**config.mk**
```make
export PLATFORM = sky130hd
export DESIGN_NAME = jtl_step
export DESIGN_NICKNAME = d
export VERILOG_FILES = /design/src/rtl/jtl_pkg.sv /design/src/rtl/jtl_step.sv
export SDC_FILE = /design/constraint.sdc
export NUM_CORES = 1
export LEC_CHECK = 0
export BUFFER_PORTS_ARGS = -buffer_cell sky130_fd_sc_hd__buf_2
export CAP_MARGIN = 20
export CORE_MARGIN = 4
export CORE_UTILIZATION = 45
export DETAILED_ROUTE_END_ITERATION = 6
export PLACE_DENSITY_LB_ADDON = 0.05
export SETUP_SLACK_MARGIN = 0.2
export SLEW_MARGIN = 40
export SYNTH_ARGS = -nofsm -noshare
export SYNTH_HDL_FRONTEND = slang
export SYNTH_SLANG_ARGS = --single-unit
```
**constraint.sdc**
```tcl
create_clock -name vclk -period 2.5
set_clock_uncertainty 0.1 [all_clocks]
set_input_delay 0.125 -clock vclk [all_inputs]
set_output_delay 0.125 -clock vclk [all_outputs]
set_load 0.05 [all_outputs]
```
**src/rtl/jtl_pkg.sv**
```systemverilog
// Shared types and constants for the JSON token lexer.
package jtl_pkg;

	localparam int BYTE_W  = 8;
	localparam int TOKEN_W = 4;
	localparam int CAP_W   = 16;
	localparam int OUT_CNT_W = 16;

	localparam logic [CAP_W-1:0] CAP_RESET = 16'hFFFF;

	typedef enum logic [TOKEN_W-1:0] {
		TK_NONE   = 4'd0,
		TK_ERR    = 4'd1,
		TK_STR    = 4'd2,
		TK_TRUE   = 4'd3,
		TK_FALSE  = 4'd4,
		TK_NULL   = 4'd5,
		TK_AOPEN  = 4'd6,
		TK_ACLOSE = 4'd7,
		TK_OOPEN  = 4'd8,
		TK_OCLOSE = 4'd9,
		TK_COLON  = 4'd10,
		TK_COMMA  = 4'd11
	} token_t;

	typedef enum logic [12:0] {
		ST_START = 13'b0000000000001,
		ST_F     = 13'b0000000000010,
		ST_FA    = 13'b0000000000100,
		ST_FAL   = 13'b0000000001000,
		ST_FALS  = 13'b0000000010000,
		ST_N     = 13'b0000000100000,
		ST_NU    = 13'b0000001000000,
		ST_NUL   = 13'b0000010000000,
		ST_T     = 13'b0000100000000,
		ST_TR    = 13'b0001000000000,
		ST_TRU   = 13'b0010000000000,
		ST_STR   = 13'b0100000000000,
		ST_ESC   = 13'b1000000000000
	} lex_state_t;

	localparam logic [BYTE_W-1:0] CH_SPACE  = 8'h20;
	localparam logic [BYTE_W-1:0] CH_TILDE  = 8'h7E;
	localparam logic [BYTE_W-1:0] CH_BSLASH = 8'h5C;
	localparam logic [BYTE_W-1:0] CH_QUOTE  = 8'h22;
	localparam logic [BYTE_W-1:0] CH_TAB    = 8'h09;
	localparam logic [BYTE_W-1:0] CH_LF     = 8'h0A;
	localparam logic [BYTE_W-1:0] CH_VT     = 8'h0B;
	localparam logic [BYTE_W-1:0] CH_FF     = 8'h0C;
	localparam logic [BYTE_W-1:0] CH_CR     = 8'h0D;
	localparam logic [BYTE_W-1:0] CH_BS     = 8'h08;
	localparam logic [BYTE_W-1:0] CH_NUL    = 8'h00;

	typedef struct packed {
		logic [BYTE_W-1:0] in_byte;
	} in_item_t;

	typedef struct packed {
		logic [TOKEN_W-1:0]   token;
		logic                 char_valid;
		logic [BYTE_W-1:0]    content_char;
		logic [OUT_CNT_W-1:0] content_count;
	} out_item_t;

endpackage

```
**src/rtl/jtl_step.sv**
```systemverilog
// Next-state and result logic of the lexer for one input byte.
module jtl_step #(
	parameter int COUNT_WIDTH = 16
) (
	input  jtl_pkg::lex_state_t       state,
	input  logic [COUNT_WIDTH-1:0]    count,
	input  logic [jtl_pkg::CAP_W-1:0] capacity,
	input  logic [jtl_pkg::BYTE_W-1:0] in_byte,
	output jtl_pkg::lex_state_t       next_state,
	output logic [COUNT_WIDTH-1:0]    next_count,
	output jtl_pkg::out_item_t        result
);
	import jtl_pkg::*;

	localparam int CMP_W = (COUNT_WIDTH > CAP_W) ? COUNT_WIDTH : CAP_W;

	token_t            tok;
	logic              chv;
	logic [BYTE_W-1:0] chr;
	logic [BYTE_W-1:0] esc_char;
	logic              can_store;

	// A character fits when the count is below both the capacity and its own maximum.
	assign can_store = (CMP_W'(count) < CMP_W'(capacity)) && !(&count);

	always_comb begin
		unique case (in_byte)
			"b":     esc_char = CH_BS;
			"f":     esc_char = CH_FF;
			"n":     esc_char = CH_LF;
			"r":     esc_char = CH_CR;
			"t":     esc_char = CH_TAB;
			"v":     esc_char = CH_VT;
			"0":     esc_char = CH_NUL;
			default: esc_char = in_byte;
		endcase
	end

	always_comb begin
		next_state = state;
		next_count = count;
		tok        = TK_NONE;
		chv        = 1'b0;
		chr        = '0;
		unique case (state)
			ST_F: begin
				next_state = ST_FA;
				tok = (in_byte == "a") ? TK_NONE : TK_ERR;
			end
			ST_FA: begin
				next_state = ST_FAL;
				tok = (in_byte == "l") ? TK_NONE : TK_ERR;
			end
			ST_FAL: begin
				next_state = ST_FALS;
				tok = (in_byte == "s") ? TK_NONE : TK_ERR;
			end
			ST_FALS: begin
				next_state = ST_START;
				tok = (in_byte == "e") ? TK_FALSE : TK_ERR;
			end
			ST_N: begin
				next_state = ST_NU;
				tok = (in_byte == "u") ? TK_NONE : TK_ERR;
			end
			ST_NU: begin
				next_state = ST_NUL;
				tok = (in_byte == "l") ? TK_NONE : TK_ERR;
			end
			ST_NUL: begin
				next_state = ST_START;
				tok = (in_byte == "l") ? TK_NULL : TK_ERR;
			end
			ST_T: begin
				next_state = ST_TR;
				tok = (in_byte == "r") ? TK_NONE : TK_ERR;
			end
			ST_TR: begin
				next_state = ST_TRU;
				tok = (in_byte == "u") ? TK_NONE : TK_ERR;
			end
			ST_TRU: begin
				next_state = ST_START;
				tok = (in_byte == "e") ? TK_TRUE : TK_ERR;
			end
			ST_STR: begin
				if (in_byte == CH_QUOTE) begin
					next_state = ST_START;
					tok = TK_STR;
				end else if (in_byte == CH_BSLASH) begin
					next_state = ST_ESC;
				end else if (in_byte >= CH_SPACE && in_byte <= CH_TILDE && can_store) begin
					next_count = count + 1'b1;
					chv = 1'b1;
					chr = in_byte;
				end else begin
					tok = TK_ERR;
				end
			end
			ST_ESC: begin
				next_state = ST_STR;
				if (can_store) begin
					next_count = count + 1'b1;
					chv = 1'b1;
					chr = esc_char;
				end else begin
					tok = TK_ERR;
				end
			end
			default: begin
				// Start state; the count clears on every byte here, ready for a new token.
				next_state = ST_START;
				next_count = '0;
				unique case (in_byte)
					"f":      next_state = ST_F;
					"n":      next_state = ST_N;
					"t":      next_state = ST_T;
					CH_QUOTE: next_state = ST_STR;
					"[":      tok = TK_AOPEN;
					"]":      tok = TK_ACLOSE;
					"{":      tok = TK_OOPEN;
					"}":      tok = TK_OCLOSE;
					":":      tok = TK_COLON;
					",":      tok = TK_COMMA;
					CH_SPACE, CH_TAB, CH_LF, CH_VT, CH_FF, CH_CR: tok = TK_NONE;
					default:  tok = TK_ERR;
				endcase
			end
		endcase
	end

	assign result.token         = tok;
	assign result.char_valid    = chv;
	assign result.content_char  = chr;
	assign result.content_count = OUT_CNT_W'(next_count);

endmodule

```
==> key figures, run 1 <==
Outcome
  – Err: [ERROR DPL-0038] Utilization greater than 100%, impossible to legalize
  – Exit stage: global routing
  – Status: aborted with a tool error

Die
  – Initial Util: 47.41%
  – I/O pins: 111
  – Site Rows: 24
  – Die Span Y: 76.43 um
  – Die span in x: 76.43 um

Placed design
  – Buffers on Ports: about 110
  – Placed wire-length estimate: 6.347 mm
  – DP Cell Count: 537
  – GP Congestion: a little over 0.9
  – Cell Area, Placed: between 0.003 and 0.004 mm2
  – Dpl ws: -243.0 ps

Yosys
  – Syn_area_per_cell: about 6.5 um2
  – Distinct cells, synth: 56
  – Mapped cell area: between 0.002 and 0.0025 mm2
  – Synth warn: 0
  – Syn_nets: 395
  – Post-synthesis sequential area ratio: 0%
  – Mapped Cells: 326

Global route
  – Largest net degree at the start of global routing: 17

Timing
  – GR repair worst EP: result[10]
  – Worst endpoint type: primary output
## cells in the mapped netlist (8+ instances only)
cell	number	area, um2
a21oi_1	14	70.07
a221o_1	8	80.08
and3_1	19	118.9
buf_4	17	127.6
clkbuf_1	10	37.54
ha_1	16	200.2
inv_1	22	82.58
nand2_1	22	82.58
nand3_1	11	55.05
nand4_1	10	62.56
nor2_1	36	135.1
nor3_1	17	85.08
o21ai_0	18	90.09
## cell families after synthesis
family / synth area share, %
adders and majority gates: 9.501
muxes: 1.069
AOI/OAI and AO/OA: 23.52
xor gates and xnor gates: 2.078
and+or+nand+nor: 49.76
buffers and inverters: 14.07
## metrics by stage
step	util [%]	setup TNS, ps
2_1_floorplan	-	-154.3
3_3_place_gp	77.06	-4360
3_5_place_dp	77.06	-5575
4_1_cts	93.38	-596.6
## repair_timing
item	4_1_cts
setup endpoints to repair	48
hold buffers	0
resized for setup	150
gates cloned	4
pin swaps	33
setup buffers	10
==> run 2: changes to the inputs <==
--- a/config.mk
+++ b/config.mk
@@ -8,10 +8,9 @@
 export BUFFER_PORTS_ARGS = -buffer_cell sky130_fd_sc_hd__buf_2
 export CAP_MARGIN = 20
 export CORE_MARGIN = 4
-export CORE_UTILIZATION = 45
+export CORE_UTILIZATION = 30
 export DETAILED_ROUTE_END_ITERATION = 6
-export PLACE_DENSITY_LB_ADDON = 0.05
-export SETUP_SLACK_MARGIN = 0.2
+export PLACE_DENSITY_LB_ADDON = 0.15
 export SLEW_MARGIN = 40
 export SYNTH_ARGS = -nofsm -noshare
 export SYNTH_HDL_FRONTEND = slang
==> run 2 against run 1 <==
Synthesized cell count did not move. Area after synthesis did not move. The flow now finishes, with violations (setup timing).
==> key figures, run 2 <==
Yosys
  – Mapped Cells: 326 (unchanged)
  – Top-area cell type share of the netlist area: 9.501% (unchanged)
  – Distinct cells, synth: 56 (unchanged)
  – Mapped cell area: 0.002107 mm2 (unchanged)
  – Synth warn: 0 (unchanged)
  – Most numerous cell in the Yosys netlist: nor2_1
  – Largest cells by area after synthesis: ha_1 9.5%, nor2_1 6.4%, buf_4 6.1%
  – Leading area contributor after synthesis: ha_1
  – Syn_nets: 395 (unchanged)
  – Top cells by instance count after synthesis: 36 x nor2_1, 22 x inv_1, 22 x nand2_1, 19 x and3_1, 18 x o21ai_0
  – Syn_area_per_cell: 6.463 um2 (unchanged)
  – Post-synthesis sequential area ratio: 0% (unchanged)

Placed design
  – GP Congestion: 0.9215 (+0.75%)
  – Cell Area, Placed: 0.003322 mm2 (-3.0%)
  – Dpl ws: -268.6 ps (-25.54 ps)
  – Buffers on Ports: 111 (unchanged)
  – Placed wire-length estimate: 6.498 mm (+2.4%)

Global route
  – Grt ovf: 0
  – GRT Total Usage: between 10% and 20%
  – Largest net degree at the start of global routing: 17
  – Vias in the first global route: 2,855
  – Initial antenna violation count: 0
  – First-pass GRT wire length: 12.97 mm

Layout
  – Final non-filler cell area: 0.004153 mm2
  – N_diodes: 0
  – Clock Buffer Count: 0
  – Share of layout cells above drive strength 1: 57.60%
  – Commonest non-fill, non-tap cells in the layout: 95 x buf_4, 58 x buf_2, 36 x buf_6
  – Final core utilization: 61.12%
  – Fillers: ~640
  – Layout Nets: 571
  – Commonest non-fill, non-tap cell in the layout: buf_4
  – Register area: 0 um2
  – Area delta synth->final: 97.09%
  – Count of flip-flops and latches: 0

Timing
  – Max_slew headroom: 65.25%
  – Final slew viol count: 0
  – Final-report setup violation count: 2
  – Tmin final: 2504 ps
  – Max Fclk: 399.3 MHz
  – Period utilisation layout: 100.2%
  – Final hold viol count: 0
  – RSZ-0062 raised after global routing: true
  – Worst slew pin tran: 508.1 ps
  – Post-route setup slack: -4.181 ps

Die
  – Die span in x: 91.81 um (+20%)
  – Site Rows: 30 (+25%)
  – Die footprint: between 0.008 and 0.009 mm2
  – Initial Util: 31.01% (-16 points)
  – Die Span Y: 91.81 um (+20%)
  – I/O pins: 111 (unchanged)
  – CORE AREA: around 0.0068 mm2

Routing
  – Vias/cell: around 5.2
  – Post-DRT Antenna Nets: 0
  – Final routed DRC violation total: 0
  – Via Count: approximately 3,100
  – Wire length per cell: between 10 and 15 um
  – First drt pass iteration count: 4
  – DRT iter0 DRCs: 78
  – DRT Wirelength: approximately 8.6 mm

Critical path
  – Worst-path fanout max: 6
  – Required @ worst endpoint: roughly 2300 ps
  – Worst Setup Path Type: input pin to output pin
  – CP endpoint kind: output pin
  – CP arrival: ~2300 ps
  – CP startpoint kind: input pin

Pwr
  – Pleak: slightly below 2 nW
  – Pwr dens: 98.20 mW/mm2
  – Maximum vdd drop: 50.80 uV

Min path
  – Worst min path class: input pin to output pin

Clock network
  – Hold buffers post-CTS: 0 (unchanged)

Outcome
  – Violated checks: setup timing
  – Status: finished with violations

Job
  – MaxCap Viol Count: 0
## run 2: timing repair
| item | in CTS | in global routing |
|---|---|---|
| setup endpoints to repair | 43 | 46 |
| gates cloned | 0 | 2 |
| buffers inserted | 5 | 9 |
| pin swaps | 10 | 27 |
| gates resized for setup | 81 | 88 |
## run 2: final timing paths
| kind | from | endpoint | slack, ps | cells after the start |
|---|---|---|---|---|
| worst max-delay path | capacity[11] | next_count[15] | -4 | 12 |
| worst min-delay path | count[1] | result[1] | 620 | 4 |
## run 2: power by group
group / switching [W] / internal [W] / total [W]
clock: 0 / 0 / 0
combinational: 0.000208 / 0.000200 / 0.000408
sequential: 0 / 0 / 0
total: 0.000208 / 0.000200 / 0.000408
## run 2: through the flow
step                       power, W  TNS [ps]  std cells  hold WS, ps
after global routing      0.0004432     -1167        596        642.6
after CTS                 0.0003541    -127.5        587        646.7
after global placement    0.0003164     -3554        582        646.8
after detailed placement  0.0003180     -4499        582        650.5
final                     0.0004078    -8.163        596        615.6
after floorplan           0.0001468    -459.6        326        333.2
## run 2: metal layers
metal	GRT usage, %	part of all wire, %	vias to the layer above	routed length [um]
li1	-	-	1560	-
met1	23.49	42	1436	3585
met2	32.99	52	121	4493
met3	0.8203	6.1	4	531
met4	0.4950	0.31	0	27
met5	0	0	-	0
## run 2: logic make-up after synthesis
kind of cell	synth area share, %
muxes	1.069
AOI/OAI and AO/OA	23.52
xor gates and xnor gates	2.078
buffers and inverters	14.07
and+or+nand+nor	49.76
adders and majority gates	9.501
## run 2: area by class of cell
class              count  area, um2  area share, %
repair buffers       207       1664          40.07
inverters             22      87.58          2.109
well taps             96      120.1          2.892
multi-input cells    271       2281          54.93
## run 2: critical path, stage by stage
cell,delay [ps]
buf_2,90
inv_1,90
ha_4,210
nand4_1,150
a211oi_2,50
a211o_1,260
a31oi_4,180
o211ai_1,150
a21o_4,250
buf_12,130
a221o_2,430
buf_8,170
No activity file was read; power rests on OpenSTA's default activity.
==> run 3: changes to the inputs <==
--- a/config.mk
+++ b/config.mk
@@ -10,7 +10,6 @@
 export CORE_MARGIN = 4
 export CORE_UTILIZATION = 30
 export DETAILED_ROUTE_END_ITERATION = 6
-export PLACE_DENSITY_LB_ADDON = 0.15
 export SLEW_MARGIN = 40
 export SYNTH_ARGS = -nofsm -noshare
 export SYNTH_HDL_FRONTEND = slang
==> run 3 against run 2 <==
The flow still finishes with violations (setup timing). Hold slack got worse by 50 ps. First-iteration DRC count is 37% higher. Worst setup slack worse by 75 ps. Power down 4.9%. Via count up 1.4%. Combinational power shrank 4.9%. Sequential share of layout area stayed put. Final area down 1.9%. Critical path depth rose by 1. Fmax shrank 2.9%. Global-route usage grew 0.41 points. Flip-flop and latch count unchanged. Critical endpoint is now result[8].
==> key figures, run 3 (synthesized netlist as in run 2, its figures left out) <==
Outcome
  – Status: finished with violations
  – Violated checks: setup timing

Placed design
  – GP Congestion: 0.9233 (+0.20%)
  – Placed wire-length estimate: 6.424 mm (-1.1%)
  – Cell Area, Placed: 0.003304 mm2 (-0.53%)
  – Buffers on Ports: 111 (unchanged)

Routing
  – DRT iter0 DRCs: 107 (+37%)
  – Post-DRT Antenna Nets: 0 (unchanged)
  – First drt pass iteration count: 4 (unchanged)
  – Vias/cell: 5.372 (+2.6%)
  – Final routed DRC violation total: 0 (unchanged)
  – Via Count: 3,164 (+1.4%)
  – DRT Wirelength: 8.983 mm (+4.0%)
  – Wire length per cell: 15.25 um (+5.2%)

Pwr
  – Pleak: 1.928 nW (-2.3%)
  – Maximum vdd drop: 69.38 uV (+37%)
  – Pwr dens: 95.23 mW/mm2 (-3.0%)

Global route
  – Largest net degree at the start of global routing: 16 (-1)
  – Grt ovf: 0 (unchanged)
  – First-pass GRT wire length: 13.34 mm (+2.8%)
  – Initial antenna violation count: 0 (unchanged)
  – Vias in the first global route: 2,993 (+4.8%)
  – GRT Total Usage: 18.06% (+0.41 points)

Critical path
  – CP startpoint kind: input pin
  – Worst Setup Path Type: input pin to output pin
  – CP startpoint: capacity[9]
  – CP max-delay cell: a221o_2
  – Levels on crit path: 13 (+1)
  – Worst-path fanout max: 5 (-1)
  – CP endpoint kind: output pin
  – Critical Path Max Stage Delay: 340 ps (-90 ps)
  – Cell family with most CP delay: compound AO/OA/AOI/OAI gates
  – CP arrival: 2350 ps (+70 ps)
  – Crit path to: result[8]
  – CP cell instances: buf_2 > inv_1 > ha_4 > nand4_1 > a211oi_2 > a211o_1 > a31oi_2 > buf_4 > and3_4 > clkbuf_16 > and3_1 > a221o_2 > buf_6
  – Crit path buffers/inverters: 5 (+1)
  – Required @ worst endpoint: 2280 ps (about the same)

Layout
  – Area delta synth->final: 93.29%
  – Register area: 0 um2 (unchanged)
  – Share of layout cells above drive strength 1: 57.61% (about the same)
  – Clock Buffer Count: 0 (unchanged)
  – Commonest non-fill, non-tap cells in the layout: 88 x buf_4, 65 x buf_2, 35 x nor2_1
  – Final non-filler cell area: 0.004073 mm2 (-1.9%)
  – Count of flip-flops and latches: 0 (unchanged)
  – Final core utilization: 59.94% (-1.2 points)
  – Layout Nets: 564 (-1.2%)
  – N_diodes: 0 (unchanged)
  – Fillers: 588 (-7.7%)
  – Commonest non-fill, non-tap cell in the layout: buf_4

Timing
  – Final slew viol count: 0 (unchanged)
  – RSZ-0062 raised after global routing: true
  – Max_slew headroom: 73.78% (+8.5 points)
  – Final hold viol count: 0 (unchanged)
  – Post-route setup slack: -79.33 ps (-75.15 ps)
  – Max Fclk: 387.7 MHz (-2.9%)
  – Period utilisation layout: 103.2% (+3.0 points)
  – Worst slew pin tran: 390.3 ps (-117.8 ps)
  – Tmin final: 2579 ps (+75.15 ps)
  – Final-report setup violation count: 18 (+16)

Die
  – Die Span Y: 91.81 um (unchanged)
  – I/O pins: 111 (unchanged)
  – CORE AREA: 0.006794 mm2 (unchanged)
  – Die span in x: 91.81 um (unchanged)
  – Initial Util: 31.01% (unchanged)
  – Die footprint: 0.008428 mm2 (unchanged)
  – Site Rows: 30 (unchanged)

Clock network
  – Hold buffers post-CTS: 0 (unchanged)

Min path
  – Min-delay src: in_byte[4]
  – Worst min path class: input pin to output pin

Job
  – MaxCap Viol Count: 0 (unchanged)
[run 3: cell count changes in the layout (fill, tap and decap cells not counted), moves of 2 or more]
cell	before	now
buf_2	58	65
buf_4	95	88
buf_6	36	23
buf_8	12	16
inv_2	3	6
inv_4	2	0
o21ai_2	1	3
[run 3: power breakdown]
| group | total, W | switching (W) | internal [W] |
|---|---|---|---|
| clock | 0 | 0 | 0 |
| sequential | 0 | 0 | 0 |
| combinational | 0.000388 | 0.000206 | 0.000182 |
[run 3: area by class of cell]
class                           count  area, um2  area share (%)
Multi-Input combinational cell    272       2270           55.73
Inverter                           22      82.58           2.028
Tap cell                           96      120.1           2.949
Timing Repair Buffer              199       1600           39.29
[run 3: repair_timing]
item,4_1_cts,5_1_grt
pin swaps,19,19
setup buffers,4,4
cloned,2,1
endpoints found under the hold margin,0,0
resized for setup,87,86
endpoints found under the setup margin,40,43
[run 3: per-stage QoR]
stage / power [W] / setup WS, ps / TNS [ps] / hold slack (ps) / cells
finish: 0.0003878 / -79.33 / -832.9 / 565.1 / 589
global route: 0.0004207 / -146.9 / -2632 / 579.0 / 589
CTS: 0.0003438 / -12.22 / -78.12 / 580.3 / 584
detailed placement: 0.0003166 / -233.0 / -6299 / 579.0 / 578
global placement: 0.0003127 / -223.4 / -5902 / 576.8 / 578
floorplan: 0.0001468 / -182.2 / -459.6 / 333.2 / 326
[run 3: how the worst min path moves through the flow]
stage	slack, ps	to	cells after the start
6_report	570	result[20]	3
2_1_floorplan	330	next_count[10]	1
3_5_place_dp	580	next_state[8]	3
3_3_place_gp	580	next_state[8]	3
5_1_grt	580	result[20]	3
4_1_cts	580	next_state[8]	3
[run 3: per-layer routing]
| layer | global-route usage [%] | vias to the layer above | wire (um) |
|---|---|---|---|
| met5 | 0 | - | 0 |
| met4 | 4.332 | 0 | 123 |
| met3 | 1.559 | 15 | 535 |
| met2 | 32.14 | 131 | 4622 |
| met1 | 23.41 | 1471 | 3702 |
| li1 | - | 1547 | - |
==> run 4: changes to the inputs <==
--- a/config.mk
+++ b/config.mk
@@ -10,6 +10,7 @@
 export CORE_MARGIN = 4
 export CORE_UTILIZATION = 30
 export DETAILED_ROUTE_END_ITERATION = 6
+export PLACE_DENSITY = 0.65
 export SLEW_MARGIN = 40
 export SYNTH_ARGS = -nofsm -noshare
 export SYNTH_HDL_FRONTEND = slang
==> run 4 against run 3 <==
The run still ends with setup timing left. Global-route usage increased by 0.78 points. Fmax up 0.99%. Core utilization shrank 1.4 points. Critical endpoint is now result[13]. Largest cell class unchanged. Largest power group unchanged.
==> key figures, run 4 (synthesized netlist as in run 2, its figures left out) <==
Global route
  – Vias in the first global route: 2,967 (-0.87%)
  – Grt ovf: 0 (unchanged)
  – First-pass GRT wire length: 13.79 mm (+3.4%)
  – Largest net degree at the start of global routing: 26 (+10)
  – GRT Total Usage: 18.84% (+0.78 points)
  – Initial antenna violation count: 0 (unchanged)

Pwr
  – Net Sw Frac: 51.58% (-1.4 points)
  – Sequential share of power: 0% (unchanged)
  – Comb pwr share: 100.0% (about the same)
  – Total power: 0.0004021 W (+3.7%)
  – Maximum vdd drop: 48.69 uV (-30%)
  – Clk pwr share: 0% (unchanged)
  – Pint: 0.0001947 W (+6.9%)
  – Switching Power: 0.0002074 W (+0.87%)
  – Pwr dens: 101.1 mW/mm2 (+6.1%)
  – Pleak: 1.905 nW (-1.2%)

Routing
  – DRT iter0 DRCs: 183 (+71%)
  – Final routed DRC violation total: 0 (unchanged)
  – Via Count: 3,088 (-2.4%)
  – First drt pass iteration count: 4 (unchanged)
  – Post-DRT Antenna Nets: 0 (unchanged)
  – Vias/cell: 5.243 (-2.4%)
  – DRT Wirelength: 8.614 mm (-4.1%)
  – Wire length per cell: 14.62 um (-4.1%)

Layout
  – Area occupied by multi-input gates: 0.002250 mm2 (-0.88%)
  – Register area: 0 um2 (unchanged)
  – Commonest non-fill, non-tap cell in the layout: buf_4
  – N_diodes: 0 (unchanged)
  – Share of layout cells above drive strength 1: 56.59% (-1.0 points)
  – Commonest non-fill, non-tap cells in the layout: 88 x buf_4, 67 x buf_2, 36 x nor2_1
  – Area delta synth->final: 88.84%
  – Count of flip-flops and latches: 0 (unchanged)
  – Fillers: 607 (+3.2%)
  – Layout Nets: 564 (unchanged)
  – Clock Buffer Count: 0 (unchanged)
  – Final non-filler cell area: 0.003979 mm2 (-2.3%)

Outcome
  – Status: finished with violations
  – Violated checks: setup timing

Die
  – Initial Util: 31.01% (unchanged)
  – Die Span Y: 91.81 um (unchanged)
  – Die span in x: 91.81 um (unchanged)
  – Die footprint: 0.008428 mm2 (unchanged)
  – CORE AREA: 0.006794 mm2 (unchanged)
  – Site Rows: 30 (unchanged)
  – I/O pins: 111 (unchanged)

Min path
  – Hold depth: 3 (unchanged)
  – Worst min path class: input pin to output pin

Critical path
  – Worst-path fanout max: 6 (+1)
  – CP endpoint kind: output pin
  – CP startpoint kind: input pin
  – CP arrival: 2330 ps (-20 ps)
  – Required @ worst endpoint: 2280 ps (about the same)
  – Worst Setup Path Type: input pin to output pin

Timing
  – RSZ-0062 raised after global routing: true
  – Worst slew pin tran: 528.1 ps (+137.8 ps)
  – Period utilisation layout: 102.2% (-1.0 points)
  – Final-report setup violation count: 18 (unchanged)
  – Max_slew headroom: 64.42% (-9.4 points)
  – Final hold viol count: 0 (unchanged)
  – Max Fclk: 391.5 MHz (+0.99%)
  – Final slew viol count: 0 (unchanged)
  – Post-route setup slack: -53.97 ps (+25.36 ps)
  – Tmin final: 2554 ps (-25.36 ps)

Placed design
  – Dpl ws: -348.5 ps (-115.5 ps)
  – Buffers on Ports: 111 (unchanged)
  – Cell Area, Placed: 0.003299 mm2 (-0.15%)
  – GP Congestion: 0.9387 (+1.7%)
  – Placed wire-length estimate: 6.388 mm (-0.56%)

Clock network
  – Hold buffers post-CTS: 0 (unchanged)

Job
  – MaxCap Viol Count: 0 (unchanged)
## run 4: cell count changes in the layout (fill, tap and decap cells not counted), moves of 2 or more
cell,change
inv_4,+3
buf_6,+9
buf_8,-8
and3_4,-3
inv_1,-2
and3_1,+4
buf_2,+2
## run 4: path summary, 6_finish.rpt
path                        start    endpoint  slack (ps)
worst min-delay path     count[0]   result[0]         590
worst max-delay path  capacity[7]  result[13]         -50
## run 4: cell type report
class,count,area share (%)
multi-input combinational,272,56.54
timing repair buffer,199,38.18
inverter,22,2.264
tap,96,3.019
## run 4: power by group through the flow
| stage | Sequential (W) | Combinational (W) | Clock [W] |
|---|---|---|---|
| floorplan | 0 | 0.000147 | 0 |
| global placement | 0 | 0.000313 | 0 |
| detailed placement | 0 | 0.000318 | 0 |
| CTS | 0 | 0.000368 | 0 |
| global route | 0 | 0.000439 | 0 |
| finish | 0 | 0.000402 | 0 |
## run 4: routing by layer
metal | up-vias | part of all wire, % | global-route usage [%]
met2 | 114 | 51 | 35.85
met4 | 0 | 0.53 | 1.238
met3 | 4 | 5.6 | 1.066
met5 | - | 0 | 0
met1 | 1421 | 43 | 24.19
li1 | 1549 | - | -
## run 4: worst max-delay path, stage by stage
cell      delay [ps]
buf_6            100
inv_4             50
ha_4             210
a21oi_4          140
a211oi_2          80
a211o_1          310
a31oi_4          200
o211ai_1         170
a21o_4           260
buf_6            130
a221o_2          390
buf_8            160
## run 4: per-stage QoR
step	TNS, ps	instances	util (%)	hold slack (ps)
6_report	-790.8	589	58.56	592.9
5_1_grt	-2817	589	58.56	616.6
4_1_cts	-135.1	587	55.05	617.4
3_5_place_dp	-10320	579	48.56	637.7
3_3_place_gp	-9674	579	48.56	648.2
2_1_floorplan	-459.6	326	-	333.2
## run 4: what timing repair did
action | CTS | global route
buffers inserted | 9 | 1
pin swaps | 18 | 17
gates cloned | 0 | 1
endpoints found under the hold margin | 0 | 0
endpoints found under the setup margin | 45 | 46
gates resized for setup | 96 | 52
